--- src/rtl/gbnms_pkg.sv ---
// types and constants shared by the greedy box nms blocks
// no dependencies
`default_nettype none

package gbnms_pkg;

  localparam int unsigned SlotW  = 6;
  localparam int unsigned AreaW  = 24;
  localparam int unsigned UnionW = 25;
  localparam int unsigned ProdW  = 41;

  localparam logic [15:0] SuppressIouRst   = 16'd19661;
  localparam logic [15:0] MergeIouRst      = 16'd58982;
  localparam logic [15:0] MergeScoreGapRst = 16'd9830;

  typedef enum logic [1:0] {
    CFG_SUPPRESS_IOU    = 2'd0,
    CFG_MERGE_IOU       = 2'd1,
    CFG_MERGE_SCORE_GAP = 2'd2
  } cfg_idx_e;

  typedef enum logic [1:0] {
    ST_IDLE,
    ST_SCAN,
    ST_FIN
  } state_e;

  typedef struct packed {
    logic        frame_start;
    logic signed [12:0] left;
    logic signed [12:0] top;
    logic [11:0] width;
    logic [11:0] height;
    logic [15:0] score;
    logic [3:0]  cls;
    logic [1:0]  color;
  } box_t;

  typedef struct packed {
    logic signed [12:0] left;
    logic signed [12:0] top;
    logic [11:0] width;
    logic [11:0] height;
    logic [AreaW-1:0] area;
    logic [15:0] score;
    logic [3:0]  cls;
    logic [1:0]  color;
  } entry_t;

  typedef struct packed {
    logic [15:0] suppress_iou;
    logic [15:0] merge_iou;
    logic [15:0] merge_score_gap;
  } cfg_t;

  typedef struct packed {
    logic             vld;
    logic             sup;
    logic             mrg;
    logic [SlotW-1:0] idx;
  } hit_t;

endpackage

`default_nettype wire

--- src/rtl/gbnms_iou.sv ---
// pipelined overlap / iou compare unit, one kept entry per cycle
// depends on gbnms_pkg
`default_nettype none

module gbnms_iou (
  input  wire logic                         clk_i,
  input  wire logic                         rst_ni,
  input  wire logic                         in_vld_i,
  input  wire logic [gbnms_pkg::SlotW-1:0]  in_idx_i,
  input  wire gbnms_pkg::entry_t            entry_i,
  input  wire gbnms_pkg::box_t              box_i,
  input  wire logic [gbnms_pkg::AreaW-1:0]  box_area_i,
  input  wire gbnms_pkg::cfg_t              cfg_i,
  output gbnms_pkg::hit_t                   hit_o,
  output logic                              busy_o
);
  import gbnms_pkg::*;

  // stage 1: overlap corners, tag compare
  logic signed [13:0] a_l, a_r, a_t, a_b, b_l, b_r, b_t, b_b;
  logic signed [13:0] x1_d, x2_d, y1_d, y2_d;
  logic [15:0] gap_d;
  logic        tag_ok_d;
  logic        v1_q;
  logic signed [13:0] x1_q, x2_q, y1_q, y2_q;
  logic [AreaW-1:0] ka1_q;
  logic        tok1_q;
  logic [SlotW-1:0] idx1_q;

  always_comb begin
    a_l = {box_i.left[12], box_i.left};
    a_t = {box_i.top[12], box_i.top};
    a_r = a_l + $signed({2'b00, box_i.width});
    a_b = a_t + $signed({2'b00, box_i.height});
    b_l = {entry_i.left[12], entry_i.left};
    b_t = {entry_i.top[12], entry_i.top};
    b_r = b_l + $signed({2'b00, entry_i.width});
    b_b = b_t + $signed({2'b00, entry_i.height});
    x1_d = (a_l > b_l) ? a_l : b_l;
    y1_d = (a_t > b_t) ? a_t : b_t;
    x2_d = (a_r < b_r) ? a_r : b_r;
    y2_d = (a_b < b_b) ? a_b : b_b;
    gap_d = (box_i.score > entry_i.score) ? (box_i.score - entry_i.score)
                                          : (entry_i.score - box_i.score);
    tag_ok_d = (gap_d < cfg_i.merge_score_gap) && (box_i.cls == entry_i.cls) &&
               (box_i.color == entry_i.color);
  end

  always_ff @(posedge clk_i) begin
    x1_q   <= x1_d;
    x2_q   <= x2_d;
    y1_q   <= y1_d;
    y2_q   <= y2_d;
    ka1_q  <= entry_i.area;
    tok1_q <= tag_ok_d;
    idx1_q <= in_idx_i;
  end

  // stage 2: clipped extents
  logic signed [13:0] dxw, dyw;
  logic [11:0] dx_d, dy_d;
  logic        v2_q;
  logic [11:0] dx_q, dy_q;
  logic [AreaW-1:0] ka2_q;
  logic        tok2_q;
  logic [SlotW-1:0] idx2_q;

  always_comb begin
    dxw  = x2_q - x1_q;
    dyw  = y2_q - y1_q;
    dx_d = (x2_q > x1_q) ? dxw[11:0] : 12'd0;
    dy_d = (y2_q > y1_q) ? dyw[11:0] : 12'd0;
  end

  always_ff @(posedge clk_i) begin
    dx_q   <= dx_d;
    dy_q   <= dy_d;
    ka2_q  <= ka1_q;
    tok2_q <= tok1_q;
    idx2_q <= idx1_q;
  end

  // stage 3: intersection area
  logic        v3_q;
  logic [AreaW-1:0] inter3_q, ka3_q;
  logic        tok3_q;
  logic [SlotW-1:0] idx3_q;

  always_ff @(posedge clk_i) begin
    inter3_q <= AreaW'(dx_q) * AreaW'(dy_q);
    ka3_q    <= ka2_q;
    tok3_q   <= tok2_q;
    idx3_q   <= idx2_q;
  end

  // stage 4: union
  logic        v4_q;
  logic [UnionW-1:0] uni4_q;
  logic [AreaW-1:0]  inter4_q;
  logic        tok4_q;
  logic [SlotW-1:0] idx4_q;

  always_ff @(posedge clk_i) begin
    uni4_q   <= {1'b0, box_area_i} + {1'b0, ka3_q} - {1'b0, inter3_q};
    inter4_q <= inter3_q;
    tok4_q   <= tok3_q;
    idx4_q   <= idx3_q;
  end

  // stage 5: threshold products
  logic        v5_q;
  logic [ProdW-1:0] ps5_q, pm5_q, sc5_q;
  logic        nan5_q;
  logic        tok5_q;
  logic [SlotW-1:0] idx5_q;

  always_ff @(posedge clk_i) begin
    ps5_q  <= ProdW'(cfg_i.suppress_iou) * ProdW'(uni4_q);
    pm5_q  <= ProdW'(cfg_i.merge_iou) * ProdW'(uni4_q);
    sc5_q  <= {1'b0, inter4_q, 16'd0};
    nan5_q <= (uni4_q == '0);
    tok5_q <= tok4_q;
    idx5_q <= idx4_q;
  end

  // stage 6: decision
  hit_t hit_d, hit_q;

  always_comb begin
    hit_d.vld = v5_q;
    hit_d.sup = nan5_q || (sc5_q > ps5_q);
    hit_d.mrg = !nan5_q && (sc5_q > ps5_q) && (sc5_q > pm5_q) && tok5_q;
    hit_d.idx = idx5_q;
  end

  always_ff @(posedge clk_i or negedge rst_ni) begin
    if (!rst_ni) begin
      v1_q  <= 1'b0;
      v2_q  <= 1'b0;
      v3_q  <= 1'b0;
      v4_q  <= 1'b0;
      v5_q  <= 1'b0;
      hit_q <= '0;
    end else begin
      v1_q  <= in_vld_i;
      v2_q  <= v1_q;
      v3_q  <= v2_q;
      v4_q  <= v3_q;
      v5_q  <= v4_q;
      hit_q <= hit_d;
    end
  end

  assign hit_o  = hit_q;
  assign busy_o = v1_q | v2_q | v3_q | v4_q | v5_q | hit_q.vld;

endmodule

`default_nettype wire

--- config.mk ---
export PLATFORM = sky130hd
export DESIGN_NAME = gbnms_iou
export DESIGN_NICKNAME = d
export VERILOG_FILES = /design/src/rtl/gbnms_pkg.sv /design/src/rtl/gbnms_iou.sv
export SDC_FILE = /design/constraint.sdc
export NUM_CORES = 2
export LEC_CHECK = 0
export BUFFER_PORTS_ARGS = -buffer_cell sky130_fd_sc_hd__buf_4
export CAP_MARGIN = 20
export CORE_UTILIZATION = 35
export DETAILED_ROUTE_END_ITERATION = 12
export PLACE_DENSITY = 0.57
export SLEW_MARGIN = 20
export SYNTH_ARGS = -nofsm -noshare
export SYNTH_HDL_FRONTEND = slang
export SYNTH_SLANG_ARGS = --single-unit
--- constraint.sdc ---
create_clock -name clk_i -period 19.4 [get_ports clk_i]
set_input_delay 4.85 -clock clk_i [delete_from_list [all_inputs] [get_ports clk_i]]
set_output_delay 4.85 -clock clk_i [all_outputs]
set_load 0.02 [all_outputs]
==> reports/summary.txt <==
status = finished clean
prevailing post-synth register cell = dfxtp_1
Synth top area share = 0.319
Commonest cells post-synth = inv_1, fa_1, nand2_1
Antenna Nets Post-Route = 0
dpl hpwl = 96300 um
Post-synth EDFFs = 0
Slew @ Worst Pin = 1070 ps
TritonCTS Sinks = 379
average size of a mapped cell = 9.02 um2
clk_skew = 16.7 ps
fin crit share = 0.549
clock latency on the worst-skew pair = 630 ps
CTS H-tree lvls = 2
IO Count = 260
area of the multi-input gates = 35600 um2
Vias = 35600
die height = 374 um
CTS Hold Bufs = 0
RSZ-0062 raised after global routing = no
share of post-route cells with drive strength above 1 = 0.0779
initial core utilization = 0.352
Synth warnings = 0
Die Width = 374 um
vias in the first global route = 38100
Syn Std Cell Area = 48400 um2
die area = 140000 um2
Crit-path slowest cell = a211oi_1
Fmax achieved = 93.9 MHz
Post-CTS Setup Bufs = 0
IO buf count = 258
top-count cell post-synth = inv_1
initial antenna violation count = 7
Max clock buf depth = 3
CTS root buffer = clkbuf_16
async set or reset register ratio after synthesis = 0.0369
fin. max-slew vios = 0
syn_nets = 6922
Finish-stage setup viols = 0
Initial DRC Count = 1724
CORE AREA = 137000 um2
register bit total from synthesis = 379
final net count = 7064
largest net degree at the start of global routing = 34
final setup TNS = 0 ps
max_slew headroom = 0.284
clock slew at reported path FFs = 60 ps
critical path arrival = 11150 ps
Max-cap violations = 0
DRC viols = 0
cts repair resizes = 0
Total GRT Usage = 0.182
Crit Path Class = input port to register
CP peak stage delay = 560 ps
first-pass GRT wire length = 203000 um
cell taking the most area after synthesis = fa_1
Worst EP required = 19900 ps
Crit path top cell by count = fa_1
critical path launch point type = input port
post-DR wirelength/cell = 16.8 um
CTS buffer count = 45
largest cells by area after synthesis = fa_1, dfxtp_1, ha_1
min cycle time layout = 10650 ps
CTS tree = yes
routability congestion estimate = 0.877
count of different cell masters after synthesis = 81
crit-path max FO = 25
Rows = 136
Final Hold Vio Count = 0
worst min-delay path category = register to register
first drt pass iteration count = 7
filler cell count = 13800
Routed WL = 124000 um
sequential-to-total area share from yosys stat = 0.158
via/cell ratio = 4.85
critical-path cell list = buf_4, nand2_1, fa_1, inv_1, fa_1, inv_1, fa_1, inv_1, fa_1, fa_1, inv_1, fa_1, inv_1, ha_1, a211oi_1, o21ai_0, a31oi_1, nor3b_1, a211oi_1, a211oi_1, o21ai_0, xor2_1
grt ovf = 0
Area Growth Syn to Fin = 11.0%
Worst Setup End Kind = register
cell count after synthesis = 5365
Storage cell area = 7670 um2
[worst paths after layout]
check                      startpoint        end  slack, ps  cells after the start
max                         cfg_i[33]  ps5_q[39]       8750                     22
min                         idx4_q[4]  idx5_q[4]        320                      0
max reg2reg                uni4_q[11]  ps5_q[39]      12460                     22
min reg2reg                 idx4_q[4]  idx5_q[4]        320                      0
max in group asynchronous      rst_ni   hit_o[2]      15170                      1
min in group asynchronous      rst_ni   hit_o[1]       4060                      1
[per-stage QoR]
stage	util	instances	hold WS [ps]	instance area [um2]	setup slack [ps]
floorplan	-	5365	310	48400	8740
finish	0.391	7347	320	53700	8750
global placement	0.379	7254	310	52000	8140
CTS	0.391	7338	322	53700	8770
global route	0.391	7343	329	53700	8320
detailed placement	0.379	7254	312	52000	8150
[worst max-delay path, delay by kind of cell]
family,cells,cell delay (ps)
AO/OA/AOI/OAI,6,1750
buffers and inverters,6,550
adder cells (fa/ha/maj),7,3400
AND/OR/NAND/NOR,2,370
XOR/XNOR,1,190
[sequential cells by signal, summed over array words and instances, names as in the netlist, 13 cells and up]
register  cells
uni4_q       25
ka1_q        24
x1_q         13
sc5_q        24
inter4_q     24
pm5_q        41
y2_q         14
ka3_q        24
x2_q         14
ka2_q        24
y1_q         13
inter3_q     24
ps5_q        41
[cells by family (layout without fill, tap and decap cells)]
group | after synthesis | count (layout) | share of synthesized area
other cells | 0 | 9 | 0
xor+xnor | 179 | 179 | 0.0324
simple gates | 1427 | 1427 | 0.144
fa+ha+maj | 1307 | 1307 | 0.458
buf+inv | 1351 | 1530 | 0.105
flops | 379 | 379 | 0.158
compound gates | 668 | 668 | 0.0903
mux | 54 | 54 | 0.0120
[area by class of cell]
type | instances | area share
tap | 1794 | 0.0418
timing repair buffer | 289 | 0.0404
sequential | 379 | 0.143
inverter | 1157 | 0.0809
multi-input combinational | 3635 | 0.663
clock buffer | 54 | 0.0223
antenna | 9 | 0.000419
clock inverter | 30 | 0.00809
[per-layer routing]
| metal | track usage | vias up | share of wire |
|---|---|---|---|
| li1 | - | 16900 | - |
| met2 | 0.313 | 756 | 0.49 |
| met4 | 0.0505 | 0 | 0.024 |
| met3 | 0.0201 | 162 | 0.045 |
| met1 | 0.239 | 17800 | 0.45 |
| met5 | 0 | - | 0 |
[cells in the final DEF (no fill, tap or decap), types with 19 or more instances in the layout]
master        n
mux2_2       33
nor2_1      132
o21a_1       26
buf_4       289
nand4_1      37
nand2b_1     19
a21o_1      127
xor2_1       51
o21bai_1     30
clkbuf_16    45
a211oi_1     27
nor2b_1      43
ha_1        535
inv_1      1156
xnor2_1     128
nor3_1       44
and2_1      401
a31oi_1      25
o21ai_0     110
mux2i_1      21
a21oi_1     193
nand3_1      36
fa_1        772
nand2_1     643
dfxtp_1     358
Power is not shown: default switching activity piles up to over one toggle a cycle in this logic, so the estimate is an artifact.
